## src/hdl/cpba_pkg.sv

```systemverilog
package cpba_pkg;

  // default width of the running token budget and total
  localparam int TOKEN_WIDTH_DEF = 16;

  // field widths
  localparam int TOK_W  = 16;
  localparam int LOG_W  = 4;
  localparam int SEQ_W  = 9;
  localparam int CFG_AW = 2;
  localparam int CFG_DW = 16;

  // configuration register indexes
  localparam logic [CFG_AW-1:0] CFG_TOKEN_BUDGET    = 2'd0;
  localparam logic [CFG_AW-1:0] CFG_CHUNK_CAP       = 2'd1;
  localparam logic [CFG_AW-1:0] CFG_BLOCK_SIZE_LOG2 = 2'd2;
  localparam logic [CFG_AW-1:0] CFG_MAX_BATCH_SEQS  = 2'd3;

  // configuration reset values
  localparam logic [TOK_W-1:0] TOKEN_BUDGET_RST    = 16'd2048;
  localparam logic [TOK_W-1:0] CHUNK_CAP_RST       = 16'd512;
  localparam logic [LOG_W-1:0] BLOCK_SIZE_LOG2_RST = 4'd4;
  localparam logic [SEQ_W-1:0] MAX_BATCH_SEQS_RST  = 9'd64;

  // request modes
  localparam logic MODE_START     = 1'b0;
  localparam logic MODE_CANDIDATE = 1'b1;

  typedef struct packed {
    logic             mode;
    logic [TOK_W-1:0] free_blocks;
    logic [TOK_W-1:0] prompt_len;
    logic [TOK_W-1:0] done_tokens;
    logic [TOK_W-1:0] context_tokens;
    logic             busy_req;
  } in_item_t;

  typedef struct packed {
    logic [TOK_W-1:0] chunk;
    logic             granted;
    logic             closed;
    logic [TOK_W-1:0] batch_tokens;
  } out_item_t;

endpackage

```

## src/hdl/chunked_prefill_batch_admission_core.sv

```systemverilog
// chunked prefill batch admission: grants token chunks under token and cache block budgets
// result path: input register, then result register; a result stall holds the input register
// throughput: one request per cycle unless results stall; the budget update is a
//   combinational path: subtract, min selection, block-count shift, saturating subtract
// reset (synchronous, active low): config to defaults, budgets and counts cleared,
//   batch marked closed, pipeline emptied
module chunked_prefill_batch_admission_core #(
  parameter int TOKEN_WIDTH = cpba_pkg::TOKEN_WIDTH_DEF
) (
  input  logic                            clk,
  input  logic                            rst_n,
  input  logic                            in_valid,
  output logic                            in_ready,
  input  cpba_pkg::in_item_t              in_data,
  output logic                            out_valid,
  input  logic                            out_ready,
  output cpba_pkg::out_item_t             out_data,
  input  logic                            cfg_we,
  input  logic [cpba_pkg::CFG_AW-1:0]     cfg_addr,
  input  logic [cpba_pkg::CFG_DW-1:0]     cfg_wdata
);

  localparam int TW = TOKEN_WIDTH;
  localparam int CW = (TOKEN_WIDTH > cpba_pkg::TOK_W) ? TOKEN_WIDTH : cpba_pkg::TOK_W;
  localparam int FW = 32;
  localparam int EW = cpba_pkg::TOK_W + 2;

  // configuration registers
  logic [cpba_pkg::TOK_W-1:0] token_budget_r;
  logic [cpba_pkg::TOK_W-1:0] chunk_cap_r;
  logic [cpba_pkg::LOG_W-1:0] block_size_log2_r;
  logic [cpba_pkg::SEQ_W-1:0] max_batch_seqs_r;

  // pipeline registers
  logic                s1_valid_r;
  cpba_pkg::in_item_t  s1_data_r;
  logic                out_valid_r;
  cpba_pkg::out_item_t out_data_r;
  cpba_pkg::out_item_t out_data_nxt;

  // batch state
  logic [TW-1:0]              budget_left_r, budget_left_nxt;
  logic [cpba_pkg::TOK_W-1:0] blocks_left_r, blocks_left_nxt;
  logic [cpba_pkg::SEQ_W-1:0] admitted_r, admitted_nxt;
  logic [TW-1:0]              total_r, total_nxt;
  logic                       closed_r, closed_nxt;

  logic adv;
  logic in_fire;

  // datapath signals
  logic [cpba_pkg::TOK_W-1:0] remain;
  logic                       eligible;
  logic [CW-1:0]              cap_min;
  logic [CW-1:0]              c0;
  logic [cpba_pkg::TOK_W-1:0] c0_t;
  logic [FW-1:0]              bs_mask;
  logic [cpba_pkg::TOK_W-1:0] part;
  logic [cpba_pkg::TOK_W-1:0] room;
  logic [FW-1:0]              fit;
  logic [cpba_pkg::TOK_W-1:0] chunk;
  logic [EW-1:0]              end_cover, start_cover, added;
  logic                       grant;

  // handshake: stage 1 moves on when the result register is free or being drained
  assign adv       = s1_valid_r && (!out_valid_r || out_ready);
  assign in_ready  = !s1_valid_r || adv;
  assign in_fire   = in_valid && in_ready;
  assign out_valid = out_valid_r;
  assign out_data  = out_data_r;

  // chunk size: least of remaining prompt, budget, cap and block room
  always_comb begin
    remain   = s1_data_r.prompt_len - s1_data_r.done_tokens;
    eligible = !s1_data_r.busy_req && (s1_data_r.prompt_len > s1_data_r.done_tokens);
    cap_min  = (CW'(budget_left_r) < CW'(chunk_cap_r)) ? CW'(budget_left_r) : CW'(chunk_cap_r);
    c0       = (CW'(remain) < cap_min) ? CW'(remain) : cap_min;
    c0_t     = c0[cpba_pkg::TOK_W-1:0];
    bs_mask  = (FW'(1) << block_size_log2_r) - FW'(1);
    part     = s1_data_r.context_tokens & bs_mask[cpba_pkg::TOK_W-1:0];
    room     = (part != '0) ? (bs_mask[cpba_pkg::TOK_W-1:0] - part + 16'd1) : '0;
    fit      = FW'(room) + (FW'(blocks_left_r) << block_size_log2_r);
    chunk    = (FW'(c0_t) < fit) ? c0_t : fit[cpba_pkg::TOK_W-1:0];
    grant    = eligible && (chunk != '0);
  end

  // cache blocks newly touched by the chunk
  always_comb begin
    end_cover   = (EW'(s1_data_r.context_tokens) + EW'(chunk) +
                   EW'(bs_mask[cpba_pkg::TOK_W-1:0])) >> block_size_log2_r;
    start_cover = (EW'(s1_data_r.context_tokens) +
                   EW'(bs_mask[cpba_pkg::TOK_W-1:0])) >> block_size_log2_r;
    added       = end_cover - start_cover;
  end

  // next batch state and result
  always_comb begin
    budget_left_nxt = budget_left_r;
    blocks_left_nxt = blocks_left_r;
    admitted_nxt    = admitted_r;
    total_nxt       = total_r;
    closed_nxt      = closed_r;
    out_data_nxt.chunk   = '0;
    out_data_nxt.granted = 1'b0;
    if (s1_data_r.mode == cpba_pkg::MODE_START) begin
      blocks_left_nxt = s1_data_r.free_blocks;
      budget_left_nxt = TW'(token_budget_r);
      admitted_nxt    = '0;
      total_nxt       = '0;
      closed_nxt      = (TW'(token_budget_r) == '0) || (max_batch_seqs_r == '0);
    end else if (!closed_r) begin
      if (grant) begin
        blocks_left_nxt = (added > EW'(blocks_left_r)) ? '0 :
                          (blocks_left_r - added[cpba_pkg::TOK_W-1:0]);
        budget_left_nxt = budget_left_r - TW'(chunk);
        total_nxt       = total_r + TW'(chunk);
        admitted_nxt    = admitted_r + 9'd1;
        out_data_nxt.chunk   = chunk;
        out_data_nxt.granted = 1'b1;
      end
      closed_nxt = (budget_left_nxt == '0) || (admitted_nxt >= max_batch_seqs_r);
    end
    out_data_nxt.closed       = closed_nxt;
    out_data_nxt.batch_tokens = cpba_pkg::TOK_W'(total_nxt);
  end

  // configuration writes
  always_ff @(posedge clk) begin
    if (!rst_n) begin
      token_budget_r    <= cpba_pkg::TOKEN_BUDGET_RST;
      chunk_cap_r       <= cpba_pkg::CHUNK_CAP_RST;
      block_size_log2_r <= cpba_pkg::BLOCK_SIZE_LOG2_RST;
      max_batch_seqs_r  <= cpba_pkg::MAX_BATCH_SEQS_RST;
    end else if (cfg_we) begin
      case (cfg_addr)
        cpba_pkg::CFG_TOKEN_BUDGET:    token_budget_r    <= cfg_wdata;
        cpba_pkg::CFG_CHUNK_CAP:       chunk_cap_r       <= cfg_wdata;
        cpba_pkg::CFG_BLOCK_SIZE_LOG2: block_size_log2_r <= cfg_wdata[cpba_pkg::LOG_W-1:0];
        cpba_pkg::CFG_MAX_BATCH_SEQS:  max_batch_seqs_r  <= cfg_wdata[cpba_pkg::SEQ_W-1:0];
        default: ;
      endcase
    end
  end

  // pipeline valid bits
  always_ff @(posedge clk) begin
    if (!rst_n) begin
      s1_valid_r  <= 1'b0;
      out_valid_r <= 1'b0;
    end else begin
      if (in_fire) begin
        s1_valid_r <= 1'b1;
      end else if (adv) begin
        s1_valid_r <= 1'b0;
      end
      if (adv) begin
        out_valid_r <= 1'b1;
      end else if (out_ready) begin
        out_valid_r <= 1'b0;
      end
    end
  end

  // pipeline payload
  always_ff @(posedge clk) begin
    if (in_fire) begin
      s1_data_r <= in_data;
    end
    if (adv) begin
      out_data_r <= out_data_nxt;
    end
  end

  // batch state update
  always_ff @(posedge clk) begin
    if (!rst_n) begin
      budget_left_r <= '0;
      blocks_left_r <= '0;
      admitted_r    <= '0;
      total_r       <= '0;
      closed_r      <= 1'b1;
    end else if (adv) begin
      budget_left_r <= budget_left_nxt;
      blocks_left_r <= blocks_left_nxt;
      admitted_r    <= admitted_nxt;
      total_r       <= total_nxt;
      closed_r      <= closed_nxt;
    end
  end

`ifndef SYNTHESIS
  // a granted result always carries a nonzero chunk, a refused one none
  a_grant_chunk: assert property (@(posedge clk) disable iff (!rst_n)
    out_valid_r |-> (out_data_r.granted == (out_data_r.chunk != '0)))
    else $error("granted flag and chunk disagree");

  // each grant admits exactly one more request
  a_admit_count: assert property (@(posedge clk) disable iff (!rst_n)
    (adv && s1_data_r.mode == cpba_pkg::MODE_CANDIDATE && !closed_r && grant) |=>
    (admitted_r == $past(admitted_r) + 9'd1))
    else $error("admitted count did not follow grant");

  // a closed batch reopens only through a start request
  a_stay_closed: assert property (@(posedge clk) disable iff (!rst_n)
    (closed_r && !(adv && s1_data_r.mode == cpba_pkg::MODE_START)) |=> closed_r)
    else $error("batch reopened without start");

  // block budget only grows on a start request
  a_blocks_mono: assert property (@(posedge clk) disable iff (!rst_n)
    !(adv && s1_data_r.mode == cpba_pkg::MODE_START) |=>
    (blocks_left_r <= $past(blocks_left_r)))
    else $error("block budget grew during a batch");

  // token budget never goes up within a batch
  a_budget_mono: assert property (@(posedge clk) disable iff (!rst_n)
    !(adv && s1_data_r.mode == cpba_pkg::MODE_START) |=>
    (budget_left_r <= $past(budget_left_r)))
    else $error("token budget grew during a batch");
`endif

endmodule

```

## config.mk

```make
export PLATFORM = sky130hd
export DESIGN_NAME = chunked_prefill_batch_admission_core
export DESIGN_NICKNAME = d
export VERILOG_FILES = /design/src/hdl/cpba_pkg.sv /design/src/hdl/chunked_prefill_batch_admission_core.sv
export SDC_FILE = /design/constraint.sdc
export NUM_CORES = 1
export LEC_CHECK = 0
export BUFFER_PORTS_ARGS = -buffer_cell sky130_fd_sc_hd__buf_2
export CELL_PAD_IN_SITES_DETAIL_PLACEMENT = 1
export CELL_PAD_IN_SITES_GLOBAL_PLACEMENT = 2
export CORE_UTILIZATION = 40
export DETAILED_ROUTE_END_ITERATION = 10
export PLACE_DENSITY_LB_ADDON = 0.08
export SYNTH_ARGS = -nofsm -noshare
export SYNTH_HDL_FRONTEND = slang
export SYNTH_SLANG_ARGS = --single-unit
```

## constraint.sdc

```tcl
create_clock -name clk -period 40.8 [get_ports clk]
set_input_delay 8.16 -clock clk [delete_from_list [all_inputs] [get_ports clk]]
set_output_delay 8.16 -clock clk [all_outputs]
set_load 0.02 [all_outputs]
```

==> results of run 1 <==
-- critical path, delay by kind of cell (launching register included) --
kind | cells | cell delay, ps
adder cells (fa/ha/maj) | 8 | 2530
AND/OR/NAND/NOR | 14 | 4370
multiplexers | 3 | 1000
buffers and inverters | 5 | 1540
XOR/XNOR | 2 | 450
AO/OA/AOI/OAI | 42 | 9540
flip-flops | 1 | 550
-- through the flow --
step / cells / util
6_report: 3243 / 0.4475
5_1_grt: 3243 / 0.4475
4_1_cts: 3243 / 0.4475
3_5_place_dp: 3197 / 0.4317
3_3_place_gp: 3197 / 0.4317
2_1_floorplan: 2471 / -
-- synth_stat cells, types with 33 or more instances --
cell and n:
mux2i_1 88, nor3_1 41, nand2_1 231, clkbuf_1 78
xnor2_1 89, a21boi_0 58, ha_1 231, a21o_1 33
dfxtp_1 105, nand3_1 39, edfxtp_1 100, o21bai_1 33
inv_1 265, nor2_1 202, a21oi_1 194, o21ai_0 112
nor2b_1 53
-- sequential cells by signal, indices dropped and copies added (netlist names) --
signal	cells
s1_data_r	66
out_data	34
blocks_left_r	16
budget_left_r	16
chunk_cap_r	16
token_budget_r	16
total_r	16
admitted_r	9
max_batch_seqs_r	9
block_size_log2_r	4
closed_r	1
out_valid	1
s1_valid_r	1
-- cells by family after synthesis --
kind of cell             after synthesis  synth area share
flip-flops                           205            0.2493
buffers and inverters                365           0.06910
other                                  2         0.0003667
AND/OR/NAND/NOR                      724            0.1686
XOR/XNOR                             119           0.05157
multiplexers                         129           0.07931
adder cells (fa/ha/maj)              255            0.1641
AO/OA/AOI/OAI                        671            0.2177
-- layout make-up --
| class | instances | area, sq um | share of cell area |
|---|---|---|---|
| Multi-Input combinational cell | 1901 | 13980 | 0.6200 |
| Sequential cell | 205 | 5110 | 0.2267 |
| Inverter | 271 | 1020 | 0.04524 |
| Tap cell | 672 | 840.8 | 0.03730 |
| Timing Repair Buffer | 148 | 800.8 | 0.03552 |
| Clock buffer | 35 | 693.2 | 0.03075 |
| Clock inverter | 11 | 101.3 | 0.004496 |
-- routing by layer --
layer  part of all wire  up-vias  GRT usage
met2               0.44      404     0.4302
met4              0.024        0    0.06711
met5                  0        -          0
met3              0.046       89    0.03538
li1                   -     8934          -
met1               0.49     9067     0.4003
-- where the power goes --
| group | internal (W) | switching [W] |
|---|---|---|
| clock network | 0.000126 | 0.0000948 |
| registers | 0.000226 | 0.00000875 |
| logic | 0.000469 | 0.000785 |
-- how the worst min path moves through the flow --
stage	startpoint	end	slack (ps)	cells after the start
after floorplan	max_batch_seqs_r[7]	max_batch_seqs_r[7]	440	2
after global placement	max_batch_seqs_r[7]	max_batch_seqs_r[7]	460	2
after detailed placement	max_batch_seqs_r[7]	max_batch_seqs_r[7]	470	2
after CTS	max_batch_seqs_r[7]	max_batch_seqs_r[7]	480	2
after global routing	token_budget_r[9]	token_budget_r[9]	510	2
final	max_batch_seqs_r[7]	max_batch_seqs_r[7]	470	2
==> impl_metrics.env, run 1 <==
export IMPL_gr_usage_all_layers=0.2757
export IMPL_cts_setup_buffers=0
export IMPL_drive_gt1_frac=0.1042
export IMPL_synth_async_reset_ratio=0
export IMPL_avgSynthCellArea_sq_um=8.291
export IMPL_die_width_um=228.3
export IMPL_worstSetupEndpointType="register"
export IMPL_final_max_slew_viol_count=0
export IMPL_wire_per_inst_um=22.30
export IMPL_nFillCells=6128
export IMPL_start_kind="register"
export IMPL_hold_buffers=0
export IMPL_die_h_um=228.3
export IMPL_synthTopCellsByArea="edfxtp_1 15%, ha_1 14%, dfxtp_1 10%"
export IMPL_crit_fanout=47
export IMPL_viasPerCell=5.703
export IMPL_slew_headroom=0.1708
export IMPL_tritoncts="yes"
export IMPL_grt_max_degree=106
export IMPL_r2r_setup_slack_ps=20730
export IMPL_crit_top_cell="o21ai_0"
export IMPL_crit_slowest_cell="nor2_1"
export IMPL_core_sq_mm=0.05038
export IMPL_reg2reg_depth=74
export IMPL_vdd_ir_drop_max_mv=0.04877
export IMPL_clk_pin_slew_ps=80
export IMPL_clock_fmax_mhz=49.82
export IMPL_vias=18494
export IMPL_hold_ws_ps=472.9
export IMPL_area_growth_pct=10.08
export IMPL_power_total_w=0.001709
export IMPL_fin_area_sq_mm=0.02254
export IMPL_place_gp_congestion=0.9324
export IMPL_cp_startpoint="block_size_log2_r[3]"
export IMPL_cts_resized=0
export IMPL_synthDistinctLibCells=103
export IMPL_r2r_start="block_size_log2_r[3]"
export IMPL_gr_total_overflow=0
export IMPL_hold_viol_final=0
export IMPL_diodes=0
export IMPL_synthCells=2470
export IMPL_status="finished, final reports clean"
export IMPL_fp_dieArea_sq_mm=0.05210
export IMPL_cpPeakStageDelay_ps=1070
export IMPL_cts_max_path_buffers=3
export IMPL_cts_sinks=205
export IMPL_fin_nets=2895
export IMPL_synth_edf_count=100
export IMPL_clkLatencyLatePin_ps=590
export IMPL_place_area_sq_mm=0.02175
export IMPL_p_leak_nw=9.971
export IMPL_rsz0062_at_grt="no"
export IMPL_first_iter_violations=1034
export IMPL_layout_commonest_cell="inv_1"
export IMPL_cp_data_required_time_ps=41320
export IMPL_ios=125
export IMPL_setup_viol=0
export IMPL_min_period_ps=20070
export IMPL_final_cell_mix="265 x inv_1, 231 x nand2_1, 231 x ha_1"
export IMPL_p_per_area_mw_per_mm2=75.80
export IMPL_seq_area_frac_synth=0.2493
export IMPL_hold_path_class="reg2reg"
export IMPL_cts_root_buf="clkbuf_16"
export IMPL_grt_pass1_wl_um=112900
export IMPL_synthFlopType="dfxtp_1"
export IMPL_place_worst_setup_slack_ps=21100
export IMPL_finClkSkew_ps=52.43
export IMPL_dpl_hpwl_um=57750
export IMPL_yosysWarnings=0
export IMPL_setup_ws_ps=20730
export IMPL_htreeDepth=1
export IMPL_initial_core_util=0.4065
export IMPL_rows=82
export IMPL_finalSetupTns_ps=0
export IMPL_ys_ff_latch=205
export IMPL_first_pass_iters=5
export IMPL_max_cap_viol_count=0
export IMPL_ant_nets=0
export IMPL_grt_pass1_vias=19155
export IMPL_antenna_found_initial=0
export IMPL_netlist_area_sq_mm=0.02048
export IMPL_synth_top_cell_area_share=0.1466
export IMPL_reg2reg_to="blocks_left_r[9]"
export IMPL_wl_um=72320
export IMPL_yosys_area_top_type="edfxtp_1"
export IMPL_tightestPinTransition_ps=1236
export IMPL_period_share=0.4919
export IMPL_drc=0
export IMPL_port_buffers=124
export IMPL_worstSetupPathType="reg2reg"
export IMPL_worstSetupEndpoint="blocks_left_r[9]"
export IMPL_cts_buffers=25
export IMPL_crit_arrival_ps=20600
No activity file was read; power rests on OpenSTA's default activity.
==> inputs of run 2 (changes only) <==
--- a/config.mk
+++ b/config.mk
@@ -8,7 +8,7 @@
 export BUFFER_PORTS_ARGS = -buffer_cell sky130_fd_sc_hd__buf_2
 export CELL_PAD_IN_SITES_DETAIL_PLACEMENT = 1
 export CELL_PAD_IN_SITES_GLOBAL_PLACEMENT = 2
-export CORE_UTILIZATION = 40
+export CORE_UTILIZATION = 35
 export DETAILED_ROUTE_END_ITERATION = 10
 export PLACE_DENSITY_LB_ADDON = 0.08
 export SYNTH_ARGS = -nofsm -noshare
==> constraint.sdc (replaced) <==
create_clock -name clk -period 17.3 [get_ports clk]
set_input_delay 3.46 -clock clk [delete_from_list [all_inputs] [get_ports clk]]
set_output_delay 3.46 -clock clk [all_outputs]
set_load 0.02 [all_outputs]
==> run 2 against run 1 <==
First-iteration DRC count down 0.19%. Cell count up 4.3%. Register-to-register slack worse by 19000 ps. Critical path depth up 7. Routed wire length up 4.6%. Power up 150%. Die area up 14%. Non-clock buffer count up 41. Combinational power up 150%. Clock skew down 19 ps. Design area up 3.3%. Sequential share of layout area down 0.73 points.
==> impl_metrics.env, run 2 (synthesized netlist as in run 1, its figures left out) <==
export IMPL_reg2reg_depth=81
export IMPL_tightestPinTransition_ps=1102
export IMPL_wl_um=75660
export IMPL_final_cell_mix="265 x inv_1, 229 x ha_1, 228 x nand2_1"
export IMPL_first_pass_iters=6
export IMPL_crit_top_cell="a21oi_1"
export IMPL_hold_viol_final=0
export IMPL_min_period_ps=16020
export IMPL_cts_buffers=28
export IMPL_cp_data_required_time_ps=17840
export IMPL_gr_total_overflow=0
export IMPL_final_max_slew_viol_count=0
export IMPL_worstSetupEndpointType="register"
export IMPL_ant_nets=0
export IMPL_port_buffers=124
export IMPL_area_growth_pct=13.74
export IMPL_reg2reg_to="blocks_left_r[7]"
export IMPL_clkLatencyLatePin_ps=600
export IMPL_hold_depth=2
export IMPL_cts_root_buf="clkbuf_16"
export IMPL_grt_max_degree=73
export IMPL_viasPerCell=5.523
export IMPL_post_route_util=0.4029
export IMPL_cpPeakStageDelay_ps=550
export IMPL_slew_headroom=0.2653
export IMPL_grt_pass1_wl_um=116100
export IMPL_r2r_start="block_size_log2_r[0]"
export IMPL_gr_usage_all_layers=0.2520
export IMPL_cts_max_path_buffers=3
export IMPL_hold_path_class="reg2reg"
export IMPL_drc=0
export IMPL_period_share=0.9260
export IMPL_min_from="max_batch_seqs_r[1]"
export IMPL_p_per_area_mw_per_mm2=182.1
export IMPL_largest_register_ffs=66
export IMPL_clk_pin_slew_ps=70
export IMPL_clock_fmax_mhz=62.42
export IMPL_top_register="s1_data_r"
export IMPL_worstSetupPathType="reg2reg"
export IMPL_hold_buffers=0
export IMPL_start_kind="register"
export IMPL_initial_core_util=0.3543
export IMPL_status="finished, final reports clean"
export IMPL_place_gp_congestion=0.8868
export IMPL_layout_commonest_cell="inv_1"
export IMPL_grt_pass1_vias=19291
export IMPL_p_leak_nw=10.27
export IMPL_dpl_hpwl_um=60480
export IMPL_first_iter_violations=1032
export IMPL_antenna_found_initial=0
export IMPL_vias=18686
export IMPL_finalSetupTns_ps=0
export IMPL_crit_slowest_cell="or4_1"
export IMPL_crit_arrival_ps=16560
export IMPL_vdd_ir_drop_max_mv=0.1420
export IMPL_die_width_um=243.9
export IMPL_r2r_setup_slack_ps=1280
export IMPL_tritoncts="yes"
export IMPL_holdPathEnd="max_batch_seqs_r[1]"
export IMPL_finClkSkew_ps=33.27
export IMPL_crit_cells=81
export IMPL_diodes=0
export IMPL_max_cap_viol_count=0
export IMPL_htreeDepth=1
export IMPL_die_h_um=243.9
export IMPL_setup_viol=0
export IMPL_rows=88
export IMPL_drive_gt1_frac=0.1341
export IMPL_wire_per_inst_um=22.36
export IMPL_fp_dieArea_sq_mm=0.05948
export IMPL_cts_sinks=205
export IMPL_ios=125
export IMPL_core_sq_mm=0.05781
export IMPL_fin_nets=2939
export IMPL_crit_fanout=16
export IMPL_crit_buf_inv=4
export IMPL_crit_family="compound AO/OA/AOI/OAI gates"
## run 2: changes by cell type in the layout (fill, tap and decap cells not counted), sizes merged
cell    change
clkbuf      +6
buf        +41
## run 2: final cells by class
cell class	count	area (sq um)
Fill cell	6942	34510
Multi-Input combinational cell	1901	14140
Sequential cell	205	5110
Timing Repair Buffer	189	1112
Inverter	271	1020
Tap cell	765	957.2
Clock buffer	41	829.5
Clock inverter	11	127.6
## run 2: layer usage
metal	wire length, um	up-vias	global-route usage
li1	-	9028	-
met1	37730	9223	0.3692
met5	0	-	0
met2	33400	365	0.3990
met3	2958	70	0.02291
met4	1568	0	0.05202
## run 2: how the worst max path moves through the flow
stage	from	endpoint
after floorplan	block_size_log2_r[0]	blocks_left_r[8]
after global placement	block_size_log2_r[3]	blocks_left_r[7]
after CTS	block_size_log2_r[1]	blocks_left_r[7]
after global routing	block_size_log2_r[1]	blocks_left_r[7]
final	block_size_log2_r[0]	blocks_left_r[7]
after detailed placement	block_size_log2_r[3]	blocks_left_r[7]
## run 2: metrics by stage
step	power [W]	hold WS [ps]	cells	setup slack, ps	instance area (sq um)
floorplan	0.002584	443.5	2471	1108	20480
global placement	0.003519	456.1	3323	575.3	22110
detailed placement	0.003556	481.3	3323	-229.6	22110
CTS	0.004192	489.3	3375	74.00	23080
global route	0.004607	522.5	3383	-30.52	23290
finish	0.004242	484.1	3383	1280	23290
## run 2: worst reg2reg max path: cells and delay by family, from the launching register on
| kind | cells | cell delay [ps] |
|---|---|---|
| xor+xnor | 4 | 530 |
| mux | 1 | 180 |
| fa+ha+maj | 7 | 2290 |
| buf+inv | 4 | 530 |
| compound gates | 47 | 8260 |
| simple gates | 18 | 3750 |
| flops | 1 | 400 |
## run 2: report_power, final
| group | switching (W) | internal [W] |
|---|---|---|
| logic | 0.00191 | 0.00118 |
| clock network | 0.000250 | 0.000350 |
| registers | 0.0000199 | 0.000532 |
## run 2: repair_timing
item,CTS,global route
pin swaps,0,12
resized for setup,4,49
buffers inserted,0,8
endpoints found under the setup margin,16,16
